**src/rtl/clt_pkg.sv**
```systemverilog
// clt_pkg: shared constants, status codes and the result word type of the
// command line tokenizer; no dependencies
`timescale 1ns / 1ps
`default_nettype none

package clt_pkg;

   // default sizing of the tokenizer
   localparam int DEF_MAX_COMMANDS  = 8;
   localparam int DEF_COMMAND_BYTES = 64;
   localparam int DEF_MAX_ARGS      = 9;

   // special bytes
   localparam logic [7:0] SPACE_BYTE = 8'd32;
   localparam logic [7:0] PIPE_BYTE  = 8'd124;
   localparam logic [7:0] QUOTE_BYTE = 8'd34;

   // line status codes
   localparam logic [1:0] STATUS_OK       = 2'd0;
   localparam logic [1:0] STATUS_TOO_MANY = 2'd1;
   localparam logic [1:0] STATUS_TOO_LONG = 2'd2;

   // saturation limits of the reported counters
   localparam logic [2:0] CMD_NUM_MAX = 3'd7;
   localparam logic [3:0] ARG_NUM_MAX = 4'd15;
   localparam logic [3:0] CMD_CNT_MAX = 4'd15;

   // one result word
   typedef struct packed {
      logic       keep_byte;
      logic [7:0] arg_byte;
      logic       arg_opens;
      logic       arg_closes;
      logic       command_ends;
      logic [2:0] command_number;
      logic [3:0] arg_number;
      logic [1:0] line_status;
      logic       line_done;
   } result_type;

endpackage

`default_nettype wire

```
**src/rtl/clt_scan.sv**
```systemverilog
// clt_scan: per-line scan state of the tokenizer and the combinational
// result of one byte; depends on clt_pkg
`timescale 1ns / 1ps
`default_nettype none

module clt_scan #(
   parameter int MAX_COMMANDS  = clt_pkg::DEF_MAX_COMMANDS,
   parameter int COMMAND_BYTES = clt_pkg::DEF_COMMAND_BYTES,
   parameter int MAX_ARGS      = clt_pkg::DEF_MAX_ARGS
) (
   input  wire                 clock,
   input  wire                 reset,
   input  wire                 step,
   input  wire [7:0]           line_byte,
   input  wire                 line_last,
   output clt_pkg::result_type result
);
   import clt_pkg::*;

   localparam int AW = $clog2(MAX_ARGS + 1);
   localparam int LW = (COMMAND_BYTES > 2) ? $clog2(COMMAND_BYTES) : 1;
   localparam logic [3:0]    CMD_LIMIT = 4'(MAX_COMMANDS - 1);
   localparam logic [AW-1:0] ARG_LIMIT = AW'(MAX_ARGS);
   localparam logic [LW-1:0] LEN_LIMIT = LW'(COMMAND_BYTES - 1);

   typedef enum logic [2:0] {
      MODE_SKIP,
      MODE_PLAIN,
      MODE_QSTART,
      MODE_QUOTE,
      MODE_IGNORE
   } mode_type;

   mode_type        mode_ff, mode_in;
   logic [3:0]      cmd_cnt_ff, cmd_cnt_in;
   logic [AW-1:0]   arg_cnt_ff, arg_cnt_in;
   logic [LW-1:0]   len_ff, len_in;
   logic [1:0]      err_ff, err_in;
   logic            started_ff, started_in;

   logic            is_pipe, is_space, is_quote, was_open, now_open;
   logic            keep, opens, closes, cend;
   logic [3:0]      cn;
   logic [AW-1:0]   an;
   logic [4:0]      an_wide;

   assign is_pipe  = (line_byte == PIPE_BYTE);
   assign is_space = (line_byte == SPACE_BYTE);
   assign is_quote = (line_byte == QUOTE_BYTE);
   assign was_open = (mode_ff == MODE_PLAIN) || (mode_ff == MODE_QSTART) ||
                     (mode_ff == MODE_QUOTE);
   assign now_open = (mode_in == MODE_PLAIN) || (mode_in == MODE_QSTART) ||
                     (mode_in == MODE_QUOTE);

   always_comb begin
      mode_in    = mode_ff;
      cmd_cnt_in = cmd_cnt_ff;
      arg_cnt_in = arg_cnt_ff;
      len_in     = len_ff;
      err_in     = err_ff;
      started_in = started_ff;
      keep       = 1'b0;
      opens      = 1'b0;
      closes     = 1'b0;
      cend       = 1'b0;
      if (is_pipe) begin
         // pipe ends the command, quoted or not
         cend   = 1'b1;
         closes = was_open;
         if (cmd_cnt_ff >= CMD_LIMIT) begin
            err_in = STATUS_TOO_MANY;
         end
         if (cmd_cnt_ff < CMD_CNT_MAX) begin
            cmd_cnt_in = cmd_cnt_ff + 4'd1;
         end
         mode_in    = MODE_SKIP;
         arg_cnt_in = '0;
         len_in     = '0;
         started_in = 1'b0;
      end else begin
         if (started_ff || !is_space) begin
            started_in = 1'b1;
            if (len_ff >= LEN_LIMIT) begin
               if (err_ff == STATUS_OK) begin
                  err_in = STATUS_TOO_LONG;
               end
            end else begin
               len_in = len_ff + LW'(1);
            end
         end
         case (mode_ff)
            MODE_SKIP: begin
               if (!is_space) begin
                  if (arg_cnt_ff >= ARG_LIMIT) begin
                     mode_in = MODE_IGNORE;
                  end else begin
                     arg_cnt_in = arg_cnt_ff + AW'(1);
                     opens      = 1'b1;
                     if (is_quote) begin
                        mode_in = MODE_QSTART;
                     end else begin
                        keep    = 1'b1;
                        mode_in = MODE_PLAIN;
                     end
                  end
               end
            end
            MODE_PLAIN: begin
               if (is_space) begin
                  closes  = 1'b1;
                  mode_in = MODE_SKIP;
               end else begin
                  keep = 1'b1;
                  if (is_quote) begin
                     mode_in = MODE_QUOTE;
                  end
               end
            end
            MODE_QSTART: begin
               keep    = 1'b1;
               mode_in = MODE_QUOTE;
            end
            MODE_QUOTE: begin
               if (is_quote) begin
                  closes  = 1'b1;
                  mode_in = MODE_SKIP;
               end else begin
                  keep = 1'b1;
               end
            end
            default: begin
               mode_in = MODE_IGNORE;
            end
         endcase
         if (line_last) begin
            closes = closes | now_open;
            cend   = 1'b1;
         end
      end
   end

   // pipe reports the counts from before it, content the updated ones
   assign cn      = is_pipe ? cmd_cnt_ff : cmd_cnt_in;
   assign an      = is_pipe ? arg_cnt_ff : arg_cnt_in;
   assign an_wide = 5'(an);

   always_comb begin
      result.keep_byte      = keep;
      result.arg_byte       = keep ? line_byte : 8'd0;
      result.arg_opens      = opens;
      result.arg_closes     = closes;
      result.command_ends   = cend;
      result.command_number = (cn > 4'(CMD_NUM_MAX)) ? CMD_NUM_MAX : cn[2:0];
      result.arg_number     = (an_wide > 5'(ARG_NUM_MAX)) ? ARG_NUM_MAX : an_wide[3:0];
      result.line_status    = err_in;
      result.line_done      = line_last;
   end

   always_ff @(posedge clock) begin
      if (reset) begin
         mode_ff    <= MODE_SKIP;
         cmd_cnt_ff <= '0;
         arg_cnt_ff <= '0;
         len_ff     <= '0;
         err_ff     <= STATUS_OK;
         started_ff <= 1'b0;
      end else if (step) begin
         if (line_last) begin
            mode_ff    <= MODE_SKIP;
            cmd_cnt_ff <= '0;
            arg_cnt_ff <= '0;
            len_ff     <= '0;
            err_ff     <= STATUS_OK;
            started_ff <= 1'b0;
         end else begin
            mode_ff    <= mode_in;
            cmd_cnt_ff <= cmd_cnt_in;
            arg_cnt_ff <= arg_cnt_in;
            len_ff     <= len_in;
            err_ff     <= err_in;
            started_ff <= started_in;
         end
      end
   end

endmodule

`default_nettype wire

```
**src/rtl/command_line_tokenizer_unit.sv**
```systemverilog
// command_line_tokenizer_unit: top level of the command line tokenizer,
// input word register, scan state (clt_scan) and result register; uses clt_pkg
//
//   channel | dir | ports                      | carries
//   --------+-----+----------------------------+------------------------------
//   req     | in  | tvalid tready tdata tlast  | one line byte, tlast = last byte
//   rsp     | out | tvalid tready tdata tuser  | one result word per byte,
//           |     | tlast                      | tlast = line done
//
// one word per cycle sustained while rsp takes words; a byte goes from req to rsp
// through the input register, then scan logic into the result register
// the scan state advances when a word moves from the input register into
// the result register, so the byte order is kept under any stall pattern
// reset is synchronous and active high; it clears the valid flags and
// the scan state, payload registers are not reset
// a stalled rsp holds its word; req keeps taking words until both
// registers are full
`timescale 1ns / 1ps
`default_nettype none

module command_line_tokenizer_unit #(
   parameter int MAX_COMMANDS  = clt_pkg::DEF_MAX_COMMANDS,
   parameter int COMMAND_BYTES = clt_pkg::DEF_COMMAND_BYTES,
   parameter int MAX_ARGS      = clt_pkg::DEF_MAX_ARGS
) (
   input  wire         clock,
   input  wire         reset,
   // input byte stream
   input  wire         req_tvalid,
   output logic        req_tready,
   input  wire  [7:0]  req_tdata,   // [7:0] line_byte
   input  wire         req_tlast,   // line_last
   // result stream
   output logic        rsp_tvalid,
   input  wire         rsp_tready,
   output logic [23:0] rsp_tdata,   // [7:0] arg_byte, [10:8] command_number,
                                    // [14:11] arg_number, [16:15] line_status,
                                    // [23:17] zero
   output logic [3:0]  rsp_tuser,   // [0] keep_byte, [1] arg_opens,
                                    // [2] arg_closes, [3] command_ends
   output logic        rsp_tlast    // line_done
);
   import clt_pkg::*;

   // input word register
   logic        in_valid_ff;
   logic [7:0]  in_byte_ff;
   logic        in_last_ff;

   // result register
   logic        out_valid_ff;
   result_type  out_ff;

   result_type  scan_result;
   logic        step;

   // a word moves forward when the result slot is free or being emptied
   assign step       = in_valid_ff && (!out_valid_ff || rsp_tready);
   assign req_tready = !in_valid_ff || step;

   always_ff @(posedge clock) begin
      if (reset) begin
         in_valid_ff <= 1'b0;
      end else if (req_tready) begin
         in_valid_ff <= req_tvalid;
      end
   end

   always_ff @(posedge clock) begin
      if (req_tready && req_tvalid) begin
         in_byte_ff <= req_tdata;
         in_last_ff <= req_tlast;
      end
   end

   clt_scan #(
      .MAX_COMMANDS  (MAX_COMMANDS),
      .COMMAND_BYTES (COMMAND_BYTES),
      .MAX_ARGS      (MAX_ARGS)
   ) u_scan (
      .clock     (clock),
      .reset     (reset),
      .step      (step),
      .line_byte (in_byte_ff),
      .line_last (in_last_ff),
      .result    (scan_result)
   );

   always_ff @(posedge clock) begin
      if (reset) begin
         out_valid_ff <= 1'b0;
      end else if (step) begin
         out_valid_ff <= 1'b1;
      end else if (rsp_tready) begin
         out_valid_ff <= 1'b0;
      end
   end

   always_ff @(posedge clock) begin
      if (step) begin
         out_ff <= scan_result;
      end
   end

   // pack the result word
   assign rsp_tvalid = out_valid_ff;
   assign rsp_tdata  = {7'd0, out_ff.line_status, out_ff.arg_number,
                        out_ff.command_number, out_ff.arg_byte};
   assign rsp_tuser  = {out_ff.command_ends, out_ff.arg_closes,
                        out_ff.arg_opens, out_ff.keep_byte};
   assign rsp_tlast  = out_ff.line_done;

   // a byte that is not kept reports zero data
   assert property (@(posedge clock) disable iff (reset)
      rsp_tvalid && !rsp_tuser[0] |-> rsp_tdata[7:0] == 8'd0)
      else $error("dropped byte carries data");

   // the line end always ends the command
   assert property (@(posedge clock) disable iff (reset)
      rsp_tvalid && rsp_tlast |-> rsp_tuser[3])
      else $error("line end without command end");

   // input only stalls when both registers are full and rsp is blocked
   assert property (@(posedge clock) disable iff (reset)
      !req_tready |-> in_valid_ff && out_valid_ff && !rsp_tready)
      else $error("input stalled without backpressure");

   // status never takes the unused code
   assert property (@(posedge clock) disable iff (reset)
      rsp_tvalid |-> rsp_tdata[16:15] != 2'd3)
      else $error("bad line status code");

endmodule

`default_nettype wire

```
**config.mk**
```make
export PLATFORM = sky130hd
export DESIGN_NAME = command_line_tokenizer_unit
export DESIGN_NICKNAME = d
export VERILOG_FILES = /design/src/rtl/clt_pkg.sv /design/src/rtl/clt_scan.sv /design/src/rtl/command_line_tokenizer_unit.sv
export SDC_FILE = /design/constraint.sdc
export NUM_CORES = 1
export LEC_CHECK = 0
export BUFFER_PORTS_ARGS = -buffer_cell sky130_fd_sc_hd__buf_4
export CAP_MARGIN = 20
export CORE_MARGIN = 8
export CORE_UTILIZATION = 45
export DETAILED_ROUTE_END_ITERATION = 16
export PLACE_DENSITY = 0.62
export REMOVE_ABC_BUFFERS = 1
export SETUP_SLACK_MARGIN = 0.3
export SKIP_CTS_REPAIR_TIMING = 1
export SYNTH_ARGS = -nofsm -noshare
export SYNTH_HDL_FRONTEND = slang
export SYNTH_SLANG_ARGS = --single-unit
```
**constraint.sdc**
```tcl
create_clock -name clock -period 4.9 [get_ports clock]
set_input_delay 0 -clock clock [delete_from_list [all_inputs] [get_ports clock]]
set_output_delay 0 -clock clock [all_outputs]
set_load 0.01 [all_outputs]
```
After elaboration in Yosys (flattened, before gate mapping)
Cells that the tools add are included.

Register bits: 53. Latch bits: 0. Bits in writable memories: 0. ROM bits: 0. Input port bits: 13. Output and inout bits: 31. Logic and storage cells: 107. Memories kept: 0.

$add $sub $neg: 3. Multiply operators: 0. Div/mod/pow operators: 0. $lt $le $gt $ge: 6. Equality and inequality tests: 10. Shift operators: 0. Muxes and demuxes: 48. Bitwise logic cells: 2. Reduce and logical (&&, ||, !) cells: 19.

Operators with widths (number): 4-bit two-way mux (10); 6-bit two-way mux (4); 3-bit two-way mux (7); 1-bit two-way mux (17); 8-bit by 6-bit equality test with 1-bit output, second input constant (2); 2-bit two-way mux (7); 3-bit by 2-bit equality test with 1-bit output, second input constant (4); 3-bit one-hot mux with 4 select lines (1); 4-bit by 1-bit adder with 4-bit output, second input constant (2); 8-bit by 7-bit equality test with 1-bit output, second input constant (1); 1-bit logical OR (7); 6-bit by 1-bit adder with 6-bit output, second input constant (1); 3-bit by 1-bit equality test with 1-bit output, second input constant (2); 6-bit greater-or-equal comparator, second input constant (1); 4-bit by 3-bit greater-or-equal comparator with 1-bit output, second input constant (1); 4-bit greater-or-equal comparator, second input constant (1); 4-bit by 3-bit > comparator with 1-bit output, second input constant (1); 4-bit > comparator, second input constant (1); 4-bit less-than comparator, second input constant (1); 1-bit one-hot mux with 4 select lines (1); 1-bit logical NOT (3); 3-bit logical NOT (1); 3-bit by 2-bit inequality test with 1-bit output, second input constant (1); 3-bit AND reduction (1); other kinds (9) (10).

Depth between registers and ports, before layout
Gate-level depths: netlist (run 1).

Word-level depth: 12. Mapped depth: 8. Mapped depth without buffers: 7.

Hierarchy
From an unflattened synthesis (run 1), not the netlist that was laid out.

Cells, all modules: 223. Area total of the unflattened synthesis: 2456.1 um^2.

By module, submodules not included: clt_scan (times used 1, cells an instance 174, area an instance 1365.1 um^2, seq. area each 400.4 um^2); command_line_tokenizer_unit (times used 1, cells an instance 49, area an instance 1091.0 um^2, seq. area each 970.9 um^2).

Least setup slack after synthesis (run 1)
Ideal clock, no wire load.

Kind: flip-flop to flip-flop. Start: reg out_valid_ff, in the netlist rsp_tvalid. End: reg u_scan.cmd_cnt_ff[1]. Library setup time: 115 ps. Arrival time: 2100 ps. Data required time: 4785 ps. Slack: 2685 ps. Stages on the path, launching flop included: 8. Buffers on the path: 1. Path through: dfxtp_1 -> nor2b_1 -> nand2b_1 -> inv_2 -> clkbuf_1 -> nand3_1 -> mux2i_1 -> nor2_1.

Cells in the longest elaborated chain, start to end: 3.

Ends and longest elaborated chain: start, declared (RTL line command_line_tokenizer_unit.sv:51) `logic out_valid_ff;`; start signal, assigned (RTL line command_line_tokenizer_unit.sv:91) `out_valid_ff <= 1'b0;`; start signal, assigned (RTL line command_line_tokenizer_unit.sv:93) `out_valid_ff <= 1'b1;`; start signal, assigned (RTL line command_line_tokenizer_unit.sv:95) `out_valid_ff <= 1'b0;`; 1-bit logical NOT (RTL line command_line_tokenizer_unit.sv:58) `assign step = in_valid_ff && (!out_valid_ff || rsp_tready);`; 1-bit logical OR (RTL line command_line_tokenizer_unit.sv:58); 1-bit logical AND (RTL line command_line_tokenizer_unit.sv:58); net step (RTL line command_line_tokenizer_unit.sv:55) `logic step;`; end signal, assigned (RTL line clt_scan.sv:177) `cmd_cnt_ff <= cmd_cnt_in;`; end, declared (RTL line clt_scan.sv:35) `logic [3:0] cmd_cnt_ff, cmd_cnt_in;`.

The timed path passes the listed nets, and every way through them passes these cells. A chain may end at the register's enable or synchronous reset.

Worst setup path in the final report (run 1)
Start: reg out_valid_ff, in the netlist rsp_tvalid. End: reg u_scan.arg_cnt_ff[2].

Cells in the longest elaborated chain, start to end: 3.

Ends and longest elaborated chain: 1-bit logical NOT (RTL line command_line_tokenizer_unit.sv:58); 1-bit logical OR (RTL line command_line_tokenizer_unit.sv:58); 1-bit logical AND (RTL line command_line_tokenizer_unit.sv:58); end signal, assigned (RTL line clt_scan.sv:178) `arg_cnt_ff <= arg_cnt_in;`; end, declared (RTL line clt_scan.sv:36) `logic [AW-1:0] arg_cnt_ff, arg_cnt_in;`.

No other way between the ends.

==> results of run 1 <==
[worst max-delay path, delay by kind of cell (launching register included)]
| kind | cells | cell delay, ps |
|---|---|---|
| flops | 1 | 310 |
| simple gates | 4 | 1110 |
| compound gates | 1 | 160 |
| buf+inv | 1 | 610 |
[worst max-delay path by stage]
stage	slack, ps	end	depth (start not counted)
floorplan	2960	u_scan.arg_cnt_ff[2]	6
global placement	2740	u_scan.arg_cnt_ff[2]	6
detailed placement	2670	u_scan.arg_cnt_ff[2]	6
CTS	2660	u_scan.arg_cnt_ff[2]	6
global route	2440	u_scan.arg_cnt_ff[2]	6
finish	2640	u_scan.arg_cnt_ff[2]	6
[per-stage QoR]
| stage | instances | hold slack, ps | setup WS (ps) | cell area, um^2 | total power [mW] |
|---|---|---|---|---|---|
| 6_report | 346 | 3.57 | 2640 | 3010 | 0.823 |
| 5_1_grt | 346 | 22.9 | 2440 | 3010 | 0.860 |
| 4_1_cts | 335 | -133 | 2660 | 2900 | 0.823 |
| 3_5_place_dp | 327 | 179 | 2670 | 2810 | 0.584 |
| 3_3_place_gp | 327 | 179 | 2740 | 2810 | 0.582 |
| 2_1_floorplan | 219 | 69.1 | 2960 | 2450 | 0.550 |
[sequential cells by signal (all words and copies together) (netlist names), 2 cells and up]
signal and count:
rsp_tdata 17, in_byte_ff 8, u_scan.len_ff 6, rsp_tuser 4, u_scan.arg_cnt_ff 4, u_scan.cmd_cnt_ff 4
u_scan.mode_ff 3, u_scan.err_ff 2
[power breakdown]
part / total, mW / internal [mW] / switching (mW)
Clock: 0.243 / 0.112 / 0.131
Sequential: 0.501 / 0.488 / 0.0133
Combinational: 0.0784 / 0.0364 / 0.0420
Total: 0.823 / 0.637 / 0.186
[layout make-up]
class / count / share of cell area [%]
clock buffer: 6 / 2.74
clock inverter: 2 / 0.291
inverter: 9 / 1.16
multi-input combinational: 157 / 34.6
sequential: 53 / 45.6
tap: 72 / 2.99
timing repair buffer: 47 / 12.6
[synth_stat cells (2+ instances only)]
| library cell | n | area share [%] |
|---|---|---|
| a21oi_1 | 13 | 2.6 |
| nand4_1 | 4 | 0.99 |
| nor3_2 | 2 | 0.79 |
| nor4_1 | 5 | 1.2 |
| and2_1 | 8 | 2.0 |
| o211ai_1 | 3 | 0.89 |
| nor2_1 | 21 | 3.1 |
| xnor2_1 | 5 | 1.7 |
| and3_1 | 4 | 0.99 |
| inv_1 | 7 | 1.0 |
| nor3b_1 | 2 | 0.60 |
| clkbuf_1 | 2 | 0.30 |
| a21o_1 | 2 | 0.60 |
| nand3_1 | 12 | 2.4 |
| or3b_4 | 2 | 0.89 |
| a31oi_1 | 3 | 0.74 |
| or3_1 | 3 | 0.74 |
| buf_4 | 9 | 2.7 |
| or2_2 | 3 | 0.74 |
| buf_2 | 2 | 0.40 |
| nand2_1 | 7 | 1.0 |
| a211oi_1 | 3 | 0.89 |
| nand2b_1 | 2 | 0.50 |
| dfxtp_1 | 22 | 17 |
| ha_1 | 5 | 2.5 |
| o21ai_1 | 7 | 1.4 |
| edfxtp_1 | 31 | 37 |
| nor3_1 | 6 | 1.2 |
[cells by family after synthesis]
group	synth area share, %
buf+inv	5.21
compound gates	11.2
xor+xnor	2.08
fa+ha+maj	2.48
mux	0.397
simple gates	24.2
flops	54.4
other cells	0.149
[metal layers]
metal	GRT usage [%]	part of all wire [%]	up-vias
met5	0	0	-
met4	4.64	1.1	0
met3	4.07	5.9	6
met2	19.7	46	56
met1	15.2	47	860
li1	-	-	920
[cell usage in the layout, fill, tap and decap left out, types with 5 or more instances in the layout]
master | synthesis | routed
nor2_1 | 21 | 21
nand3_1 | 12 | 12
nand2_1 | 7 | 7
o21ai_1 | 7 | 7
dlygate4sd3_1 | 0 | 11
xnor2_1 | 5 | 5
nor4_1 | 5 | 5
conb_1 | 1 | 7
nor3_1 | 6 | 6
inv_1 | 7 | 7
buf_4 | 9 | 36
ha_1 | 5 | 5
clkbuf_8 | 0 | 6
and2_1 | 8 | 8
a21oi_1 | 13 | 13
edfxtp_1 | 31 | 31
dfxtp_1 | 22 | 22
==> results.toml, run 1 <==
[cts]
clockBufferDepth = 2
path_clk_slew_ps = 90
cts_tree = "built"
numClockSinks = 53
cts_max_level = 2
clkLatencyLatePin_ps = 300
number_of_cts_inserted_buffers = 5
cts-root-buf = "clkbuf_8"

[timing]
finalClockSkew_ps = 6.05
report.final.setup_viol = 0
hold_viol = 0
final_min_period_over_clock_period_pct = 46.1
final.min_clock_period_ps = 2260
rsz0062_at_grt = "no"
timing.max_slew.rel_slack_pct = 55.4
final_max_slew_viol_count = 0
worst_pin_slew_ps = 669
setup_tns_ps = 0
clock.fmax_mhz = 443

[detailed_routing]
detail_route.drc_violations = 0
vias_per_cell = 5.32
finalWirelength_um = 5110
num_vias = 1842
initialDrtViolationCount = 123
detailedRoute.firstPassIterationCount = 4
detail_route.wl_per_cell_um = 14.8
ant_nets = 0

[yosys]
netlist_instances = 227
synth_area_um2 = 2520
synth-edff-count = 31
asr_flop_ratio_synth_pct = 0
ys_types = 60
synth-seq-cells = 53
post_synth.cell_area_avg_um2 = 11.1
synth-seq-area-share_pct = 54.4
synth-warning-count = 0
synth_top_flop_cell = "edfxtp_1"

[setup_path]
critical_path.startpoint_type = "register"
slowest_delay_ps = 610
r2r.worst_path.cells = 6
critical_path_peak_fanout = 33
worst-endpoint-required_ps = 5130
critPathSlowestCell = "inv_2"
r2r_start = "rsp_tvalid"
worst_r2r_endpoint = "u_scan.arg_cnt_ff[2]"
worst_setup_path_startpoint = "rsp_tvalid"
worstSetupPathType = "register to register"
endpoint_kind = "register"
regToRegSetupSlack_ps = 2640
arrival_ps = 2490
crit_path_cell_trace = "nor2b_1 -> nand2b_1 -> inv_2 -> nand3_4 -> or4_1 -> a21oi_1"

[die]
placeableCoreArea_um2 = 5470
die-width_um = 90.9
start_util_pct = 46.1
fp-row-count = 27
die_h_um = 90.9
design.portCount = 44
fp.dieArea_um2 = 8260

[hold_path]
number_of_instances_on_the_worst_hold_path = 4
min_path_type = "input port to register"
terminating_pin_of_the_worst_hold_path = "rsp_tvalid"
hold_start = "rsp_tready"

[final_layout]
number_of_fillers_in_the_final_layout = 489
area.sequential_um2 = 1370
nets = 291
layout-area-overhead-vs-synth_pct = 19.3
layout-drive-gt1-share_pct = 24.1
area_of_the_multi_input_gates_um2 = 1040
final_core_util_pct = 55.0
antenna-diode-count = 0

[global_routing]
grt_antenna_before_repair = 0
grt_pass1_wl_um = 8420
maximum_number_of_pins_on_one_net_before_global_route_repair = 34
track_usage_pct = 12.4
number_of_global_route_vias_before_repair = 1772
gr-total-overflow = 0

[placement]
dp.final_hpwl_um = 3690
port_buffer_count = 36
routability_congestion = 0.838

[power]
power.ir.vdd_worst_v = 0.000161
cellLeakagePower_nw = 1.10
cell_pwr_density_nw_per_um2 = 273

[job]
cap_violations = 0

[outcome]
status = "finished, final reports clean"
Note: power is estimated with default switching activity, not from simulation.
==> run 2: changes to the inputs <==
PLACE_DENSITY = 0.65   (was 0.62)
clock period = 1.9 ns   (was 4.9 ns; I/O delays follow)
==> run 2 against run 1 <==
  * The flow now finishes with violations (hold timing, setup timing)
  * Sequential power increased to 2.6 times the previous value
  * Worst setup slack got worse by 2600 ps
  * Cell count increased by 9.8%
  * Clock-buffer cell count increased by 1
  * Highest routed layer unchanged
==> results.toml, run 2 (same netlist as run 1, synthesis figures left out) <==
[detailed_routing]
vias_per_cell = 5.18
ant_nets = 0
num_vias = 1967
detail_route.wl_per_cell_um = 15.5
detailedRoute.firstPassIterationCount = 4
finalWirelength_um = 5870
detail_route.drc_violations = 0
initialDrtViolationCount = 156

[setup_path]
worst-endpoint-required_ps = 1980
r2r.worst_path.cells = 5
r2r_start = "in_byte_ff[0]"
worst_setup_path_startpoint = "in_byte_ff[0]"
cp-endpoint = "rsp_tdata[6]"
endpoint_kind = "register"
critical_path.startpoint_type = "register"
worstSetupPathType = "register to register"
worst_r2r_endpoint = "rsp_tdata[6]"
arrival_ps = 1980
critical_path_peak_fanout = 7
regToRegSetupSlack_ps = -2

[global_routing]
track_usage_pct = 13.5
grt_antenna_before_repair = 0
maximum_number_of_pins_on_one_net_before_global_route_repair = 16
gr-total-overflow = 0
grt_pass1_wl_um = 9170
number_of_global_route_vias_before_repair = 1941

[die]
start_util_pct = 46.1
design.portCount = 44
die_h_um = 90.9
fp-row-count = 27
die-width_um = 90.9
placeableCoreArea_um2 = 5470
fp.dieArea_um2 = 8260

[power]
sw_frac_of_total_pct = 24.2
power.sequential.fraction_pct = 58.6
clock_power_share_pct = 28.8
cell_pwr_density_nw_per_um2 = 645
cellLeakagePower_nw = 1.30
power.ir.vdd_worst_v = 0.000353
comb_power_share_pct = 12.6
switchingPower_uw = 529
power.internal_mw = 1.66

[timing]
final_min_period_over_clock_period_pct = 100
hold_viol = 1
setup_tns_ps = -2.28
rsz0062_at_grt = "yes"
clock.fmax_mhz = 526
final_max_slew_viol_count = 0
final.min_clock_period_ps = 1900
fin_hold_ws_ps = -10.4
finalClockSkew_ps = 4.96
timing.final.ws_setup_ps = -2.28
report.final.setup_viol = 1

[final_layout]
layout-drive-gt1-share_pct = 40.9
antenna-diode-count = 0
layout_commonest_cell = "buf_4"
number_of_flip_flops_in_the_largest_register = 17
area.sequential_um2 = 1370
layout-area-overhead-vs-synth_pct = 34.5
area_of_the_multi_input_gates_um2 = 1160
nets = 325
number_of_fillers_in_the_final_layout = 470
mostFrequentLayoutCells = "buf_4, edfxtp_1, nor2_1, dfxtp_1, a21oi_1"

[cts]
cts-root-buf = "clkbuf_8"
cts_tree = "built"
clkLatencyLatePin_ps = 310
clockBufferDepth = 2
cts_max_level = 2
numClockSinks = 53
number_of_cts_inserted_buffers = 5
path_clk_slew_ps = 100

[outcome]
status = "finished with violations"
violated_checks = "hold timing, setup timing"

[placement]
pre_cts_setup_slack_ps = 9.30
routability_congestion = 0.871
dp.final_hpwl_um = 4200
port_buffer_count = 36

[hold_path]
min_path_type = "input port to register"

[job]
cap_violations = 0
## run 2: critical path, cell delays in order (launching register included)
cell and delay, ps:
edfxtp_1 430, or3b_4 430, nor3_4 410, nor3_2 70
buf_4 170, and2_4 150
## run 2: power groups by stage
stage                     sequential [mW]  combinational, mW  clock [mW]
final                                1.28              0.276       0.630
after global routing                 1.29              0.300       0.680
after global placement               1.31              0.231           0
after floorplan                      1.32             0.0957           0
after CTS                            1.28              0.235       0.646
after detailed placement             1.31              0.235           0
## run 2: through the flow
step	std cells	area, um^2	utilization (%)	power, mW
after floorplan	219	2450	-	1.42
after global placement	356	3030	55.3	1.54
after detailed placement	356	3030	55.3	1.54
after CTS	364	3110	56.8	2.16
after global routing	380	3390	62.0	2.27
final	380	3390	62.0	2.19
## run 2: cell type report
class	instances	area share (%)
timing repair buffer	81	19.0
clock inverter	1	0.221
multi-input combinational	157	34.3
clock buffer	7	2.25
inverter	9	1.11
tap	72	2.65
sequential	53	40.5
## run 2: worst min path at each step
| stage | startpoint | to | slack, ps | cells past startpoint |
|---|---|---|---|---|
| 5_1_grt | rsp_tready | rsp_tvalid | 40 | 4 |
| 3_5_place_dp | req_tdata[2] | in_byte_ff[2] | 180 | 1 |
| 6_report | rsp_tready | rsp_tvalid | -10 | 4 |
| 3_3_place_gp | req_tdata[6] | in_byte_ff[6] | 180 | 1 |
| 4_1_cts | req_tdata[2] | in_byte_ff[2] | -140 | 1 |
| 2_1_floorplan | reset | u_scan.arg_cnt_ff[1] | 70 | 1 |
## run 2: routing by layer
layer | global-route usage [%] | routed length [um] | vias to the layer above
met3 | 2.99 | 284 | 8
met2 | 22.5 | 2930 | 48
li1 | - | - | 989
met4 | 5.18 | 82 | 0
met1 | 16.5 | 2570 | 922
met5 | 0 | 0 | -
